--- src/hw/rtl/fixed_point_alu_core_assert.svh ---
// Assertion macros shared by the fixed-point ALU RTL.
// Each macro expects clk and rst_n in scope.
`ifndef FIXED_POINT_ALU_CORE_ASSERT_SVH
`define FIXED_POINT_ALU_CORE_ASSERT_SVH

// Same-cycle implication, checked outside reset.
`define FPA_ASSERT_IMP(lbl, ante, cons, msg) \
  lbl: assert property (@(posedge clk) disable iff (!rst_n) (ante) |-> (cons)) \
    else $error(msg);

// Next-cycle implication, checked outside reset.
`define FPA_ASSERT_NXT(lbl, ante, cons, msg) \
  lbl: assert property (@(posedge clk) disable iff (!rst_n) (ante) |=> (cons)) \
    else $error(msg);

`endif

--- src/hw/rtl/fpa_pkg.sv ---
`timescale 1ns / 1ps
// ----------------------------------------------------------------------------
// fpa_pkg
// Operation codes, status codes, field widths and default sizes of the
// fixed-point ALU.
// ----------------------------------------------------------------------------
package fpa_pkg;

  localparam int FIELD_W = 32;
  localparam int KIND_W  = 4;
  localparam int STAT_W  = 2;

  localparam int FRAC_BITS_DEF  = 8;
  localparam int WORD_WIDTH_DEF = 32;

  localparam logic [KIND_W-1:0] K_ADD    = 4'd0;
  localparam logic [KIND_W-1:0] K_SUB    = 4'd1;
  localparam logic [KIND_W-1:0] K_MUL    = 4'd2;
  localparam logic [KIND_W-1:0] K_DIV    = 4'd3;
  localparam logic [KIND_W-1:0] K_GT     = 4'd4;
  localparam logic [KIND_W-1:0] K_LT     = 4'd5;
  localparam logic [KIND_W-1:0] K_GE     = 4'd6;
  localparam logic [KIND_W-1:0] K_LE     = 4'd7;
  localparam logic [KIND_W-1:0] K_EQ     = 4'd8;
  localparam logic [KIND_W-1:0] K_NE     = 4'd9;
  localparam logic [KIND_W-1:0] K_MIN    = 4'd10;
  localparam logic [KIND_W-1:0] K_MAX    = 4'd11;
  localparam logic [KIND_W-1:0] K_INC    = 4'd12;
  localparam logic [KIND_W-1:0] K_DEC    = 4'd13;
  localparam logic [KIND_W-1:0] K_TO_INT = 4'd14;

  localparam logic [STAT_W-1:0] ST_OK   = 2'd0;
  localparam logic [STAT_W-1:0] ST_OVF  = 2'd1;
  localparam logic [STAT_W-1:0] ST_DIVZ = 2'd2;

endpackage

--- src/hw/rtl/fpa_div_stage.sv ---
`timescale 1ns / 1ps
// ----------------------------------------------------------------------------
// fpa_div_stage
// One registered step of the restoring divider: shifts in one numerator
// bit, trial-subtracts the divisor and shifts the quotient bit in.
// ----------------------------------------------------------------------------
module fpa_div_stage #(
  parameter int WORD_WIDTH = fpa_pkg::WORD_WIDTH_DEF,
  parameter int FRAC_BITS  = fpa_pkg::FRAC_BITS_DEF
) (
  input  logic                            clk,
  input  logic                            en,
  input  logic [WORD_WIDTH-1:0]           rem_i,
  input  logic [WORD_WIDTH+FRAC_BITS-1:0] nq_i,
  input  logic [WORD_WIDTH-1:0]           den_i,
  output logic [WORD_WIDTH-1:0]           rem_o,
  output logic [WORD_WIDTH+FRAC_BITS-1:0] nq_o,
  output logic [WORD_WIDTH-1:0]           den_o
);
  import fpa_pkg::*;

  localparam int W  = WORD_WIDTH;
  localparam int QW = WORD_WIDTH + FRAC_BITS;

  logic [W:0] trial;
  logic [W:0] diff;
  logic       ge;

  // numerator bits leave at the top of nq, quotient bits enter at the bottom
  always_comb begin
    trial = {rem_i, nq_i[QW-1]};
    diff  = trial - {1'b0, den_i};
    ge    = trial >= {1'b0, den_i};
  end

  always_ff @(posedge clk) begin
    if (en) begin
      rem_o <= ge ? diff[W-1:0] : trial[W-1:0];
      nq_o  <= {nq_i[QW-2:0], ge};
      den_o <= den_i;
    end
  end

endmodule

--- config.mk ---
export PLATFORM = sky130hd
export DESIGN_NAME = fpa_div_stage
export DESIGN_NICKNAME = d
export VERILOG_FILES = /design/src/hw/rtl/fixed_point_alu_core_assert.svh /design/src/hw/rtl/fpa_pkg.sv /design/src/hw/rtl/fpa_div_stage.sv
export SDC_FILE = /design/constraint.sdc
export NUM_CORES = 1
export LEC_CHECK = 0
export BUFFER_PORTS_ARGS = -buffer_cell sky130_fd_sc_hd__buf_4
export CAP_MARGIN = 40
export CORE_ASPECT_RATIO = 0.7
export CORE_MARGIN = 4
export CORE_UTILIZATION = 49
export CTS_CLUSTER_DIAMETER = 30
export CTS_CLUSTER_SIZE = 10
export DETAILED_ROUTE_END_ITERATION = 12
export HOLD_SLACK_MARGIN = 0.05
export PLACE_DENSITY_LB_ADDON = 0.12
export SYNTH_ARGS = -nofsm -noshare
export SYNTH_HDL_FRONTEND = slang
export SYNTH_SLANG_ARGS = --single-unit
--- constraint.sdc ---
create_clock -name clk -period 4.25 [get_ports clk]
set_clock_uncertainty 0.05 [all_clocks]
set_input_delay 0.85 -clock clk [delete_from_list [all_inputs] [get_ports clk]]
set_output_delay 0.85 -clock clk [all_outputs]
set_load 0.05 [all_outputs]
# Word-level counts from Yosys, hierarchy flattened
# Index checks and enable logic that the tools add are counted.
[word_totals]
rom_bits = 0
reg_bits = 104
wordCells = 6
mem_bits_rw = 0
out_inout_bits = 104
n_memories = 0
latchBits = 0
[classes]
n_reduce_logical = 0
muxes = 1
add_sub_neg = 1
n_bitwise = 0
n_eq_ne = 0
n_div = 0
n_lt_le_gt_ge = 1
shift = 0
n_mul = 0
[ops]
columns = ["operator", "count"]
rows = [
  ["$ge A33 B32 Y1", 1],
  ["$mux W32", 1],
  ["$sub A32 B32 Y32", 1],
]

# Logic depth before layout (Yosys ltp)
[logic_depth]
ltp_word = 2
ltp_mapped = 13
depth_no_buf = 11

# Worst setup path before layout
# No wires, ideal clock.
[synth_path]
path_kind = "input-to-reg"
start = "in den_i[23]"
end = "reg rem_o[14] (data pin)"
stages = 11
path_slack_ns = 0.998
arrival_ns = 2.942
setup_time_ns = 0.260
required_time_ns = 3.940
path_cell_list = "inv_1 -> ha_1 -> buf_6 -> and3_1 -> o21a_1 -> a311oi_2 -> o21ai_1 -> or3b_1 -> o21a_1 -> buf_6 -> mux2_4"
[synth_between]
elab_chain_cells = 2
[synth_lines]
columns = ["item", "line", "rtl"]
rows = [
  ["start: declaration", "fpa_div_stage.sv:15", "input logic [WORD_WIDTH-1:0] den_i,"],
  ["$ge A33 B32 Y1", "fpa_div_stage.sv:33", "ge = trial >= {1'b0, den_i};"],
  ["$mux W32", "fpa_div_stage.sv:38", "rem_o <= ge ? diff[W-1:0] : trial[W-1:0];"],
  ["end signal: assignment", "fpa_div_stage.sv:38", ""],
  ["end: declaration", "fpa_div_stage.sv:16", "output logic [WORD_WIDTH-1:0] rem_o,"],
]
# No other way between the ends.
# A chain may end at the register's enable or synchronous reset.

# Worst setup path after layout
[layout_path]
start = "in rem_i[22]"
end = "reg rem_o[20] (data pin)"
[layout_between]
elab_chain_cells = 2
[layout_lines]
columns = ["item", "line", "rtl"]
rows = [
  ["start: declaration", "fpa_div_stage.sv:13", "input logic [WORD_WIDTH-1:0] rem_i,"],
  ["$ge A33 B32 Y1", "fpa_div_stage.sv:33", ""],
  ["$mux W32", "fpa_div_stage.sv:38", ""],
]
# No other way between the ends.

==> flow_summary.json <==
{
  "status": "finished clean",
  "synth.distinct_cells": 49,
  "track_usage": 0.2077,
  "hold_start": "nq_i[36]",
  "area_growth_pct": 37.14,
  "ys_top_cells_by_area": "edfxtp_1 57%, ha_1 7.3%, a21oi_1 5.0%",
  "critPathLaunch": "rem_i[22]",
  "drt_iter0_markers": 414,
  "clk_pin_slew_ns": 0.08,
  "synthArstFlopShare": 0,
  "fin_crit_sh": 0.8180,
  "worstMarginPinSlew_ns": 0.5940,
  "die_h_um": 96.24,
  "layout-drive-gt1-share": 0.3643,
  "cts_hold_buf": 0,
  "antenna_found_initial": 0,
  "yosysTopAreaCellShare": 0.5730,
  "setup_tns_ns": 0,
  "ios": 210,
  "diodes": 0,
  "synth_nets": 602,
  "dr_total_vias": 4358,
  "netlist_instances": 463,
  "grt_pass1_vias": 4167,
  "maxCapViolCount": 0,
  "slew_headroom": 0.5937,
  "max_clock_freq_mhz": 287.7,
  "via_per_inst": 5.276,
  "fin_util": 0.7059,
  "cp.required_ns": 4.31,
  "powerDensity_mw_per_mm2": 423.3,
  "synth_area_leader_cell": "edfxtp_1",
  "start_kind": "input port",
  "ys_seq_elements": 104,
  "grt_max_degree": 53,
  "place_inst": 810,
  "crit_fanout": 39,
  "yosysSeqAreaShare": 0.5730,
  "period_minus_slack_ns": 3.476,
  "clock_path_buffers": 2,
  "ant_nets": 0,
  "grt_first_pass_wirelength_um": 21110,
  "cts_made_buffers": 9,
  "final-max-slew-violation-count": 0,
  "core_sq_mm": 0.01059,
  "cts_resized": 0,
  "dp_hpwl_um": 10740,
  "wl_per_cell_um": 16.73,
  "finalHoldViolCount": 0,
  "yosys_warnings": 0,
  "drcViolationCount": 0,
  "start_util": 0.5147,
  "htree_levels": 3,
  "first_pass_iters": 5,
  "irDropWorstVdd_uv": 243.9,
  "cts_setup_buffers": 0,
  "numPortBuffers": 209,
  "hp-class": "in -> reg",
  "die_w_um": 134.1,
  "wirelength_um": 13820,
  "cts_tree": "done",
  "p_leak_nw": 3.323,
  "final_common_cell": "buf_4",
  "die-area_sq_mm": 0.01290,
  "gp_congestion": 0.8970,
  "nNetsFinal": 812,
  "numClockSinks": 104,
  "final_cell_mix": "214 x buf_4, 104 x edfxtp_1, 54 x a21oi_1",
  "critPathArrivalTime_ns": 3.54,
  "crit_type": "in -> reg",
  "worstSetupEndpointType": "flip-flop",
  "avgSynthCellArea_sq_um": 11.77,
  "grt_overflow": 0,
  "synth_edf_count": 104,
  "nFillCells": 781,
  "synth_flop_cell": "edfxtp_1",
  "setup_viol_count_final": 0,
  "rows": 31,
  "syn_area_sq_mm": 0.005450,
  "finalNonFillerCells": 826,
  "rsz0062_at_grt": "false",
  "root_buffer": "clkbuf_16"
}
## final cells by class
cell class	count	area, sq um	share of cell area
Clock buffer	9	225.2	0.03013
Clock inverter	7	70.07	0.009374
Inverter	46	172.7	0.02310
Multi-Input combinational cell	296	2044	0.2735
Sequential cell	104	3123	0.4178
Tap cell	148	185.2	0.02477
Timing Repair Buffer	216	1654	0.2213
## cell families (layout without fill, tap and decap cells)
| group | count (synthesis) | after routing | share of synthesized area |
|---|---|---|---|
| compound gates | 120 | 120 | 0.1343 |
| xor+xnor | 26 | 26 | 0.04178 |
| fa+ha+maj | 33 | 33 | 0.07713 |
| buf+inv | 63 | 278 | 0.05211 |
| flops | 104 | 104 | 0.5730 |
| mux | 10 | 10 | 0.02571 |
| simple gates | 107 | 107 | 0.09596 |
## synthesized netlist by cell type (4+ instances only)
master,n
a21o_1,8
a21oi_1,54
buf_2,5
buf_6,5
clkbuf_1,6
edfxtp_1,104
ha_1,32
inv_1,46
mux2_4,8
nand2_1,24
nand2b_1,7
nand3_1,8
nand4_1,8
nor2_1,37
o21a_1,6
o21ai_0,17
o21ai_1,4
o21bai_1,5
o31ai_1,7
xnor2_1,16
xor2_1,10
## per-layer routing
metal	global-route usage	routed length, um	vias to the layer above
li1	-	-	2117
met3	0.06270	1151	17
met2	0.3160	6211	203
met1	0.2938	6278	2021
met5	0	0	-
met4	0.05254	182	0
## flip-flops by register name (all words and copies together), names as in the netlist
signal  cells
den_o      32
nq_o       40
rem_o      32
## path summary, 6_finish.rpt
check             cells past startpoint  slack [ns]        end
setup / recovery                      9        0.77  rem_o[20]
hold / removal                        1        0.62   nq_o[37]
## power by group
group | total, W | leakage (nW) | internal, W | switching [W]
clock | 0.000816 | 0.142 | 0.000414 | 0.000402
sequential | 0.00129 | 1.02 | 0.00126 | 0.0000305
combinational | 0.00105 | 2.16 | 0.000369 | 0.000685
total | 0.00316 | 3.32 | 0.00205 | 0.00112
## through the flow
step           hold slack [ns]  total power, W  area (sq um)  setup slack [ns]
2_1_floorplan           0.8989        0.002024          5450            0.9979
6_report                0.6154        0.003164          7475            0.7737
3_3_place_gp            0.9782        0.002350          7152            0.5890
4_1_cts                 0.6031        0.003192          7475            0.8153
5_1_grt                 0.6006        0.003306          7475            0.6320
3_5_place_dp            0.9795        0.002367          7179            0.4746
## worst max-delay path, stage by stage
cell	delay, ns
buf_4	0.12
ha_1	0.42
and3_1	0.33
nand4_1	0.22
nor4b_1	0.47
a21o_1	0.21
o21a_2	0.32
buf_12	0.24
mux2_4	0.32
Note: power is estimated with default switching activity, not from simulation.
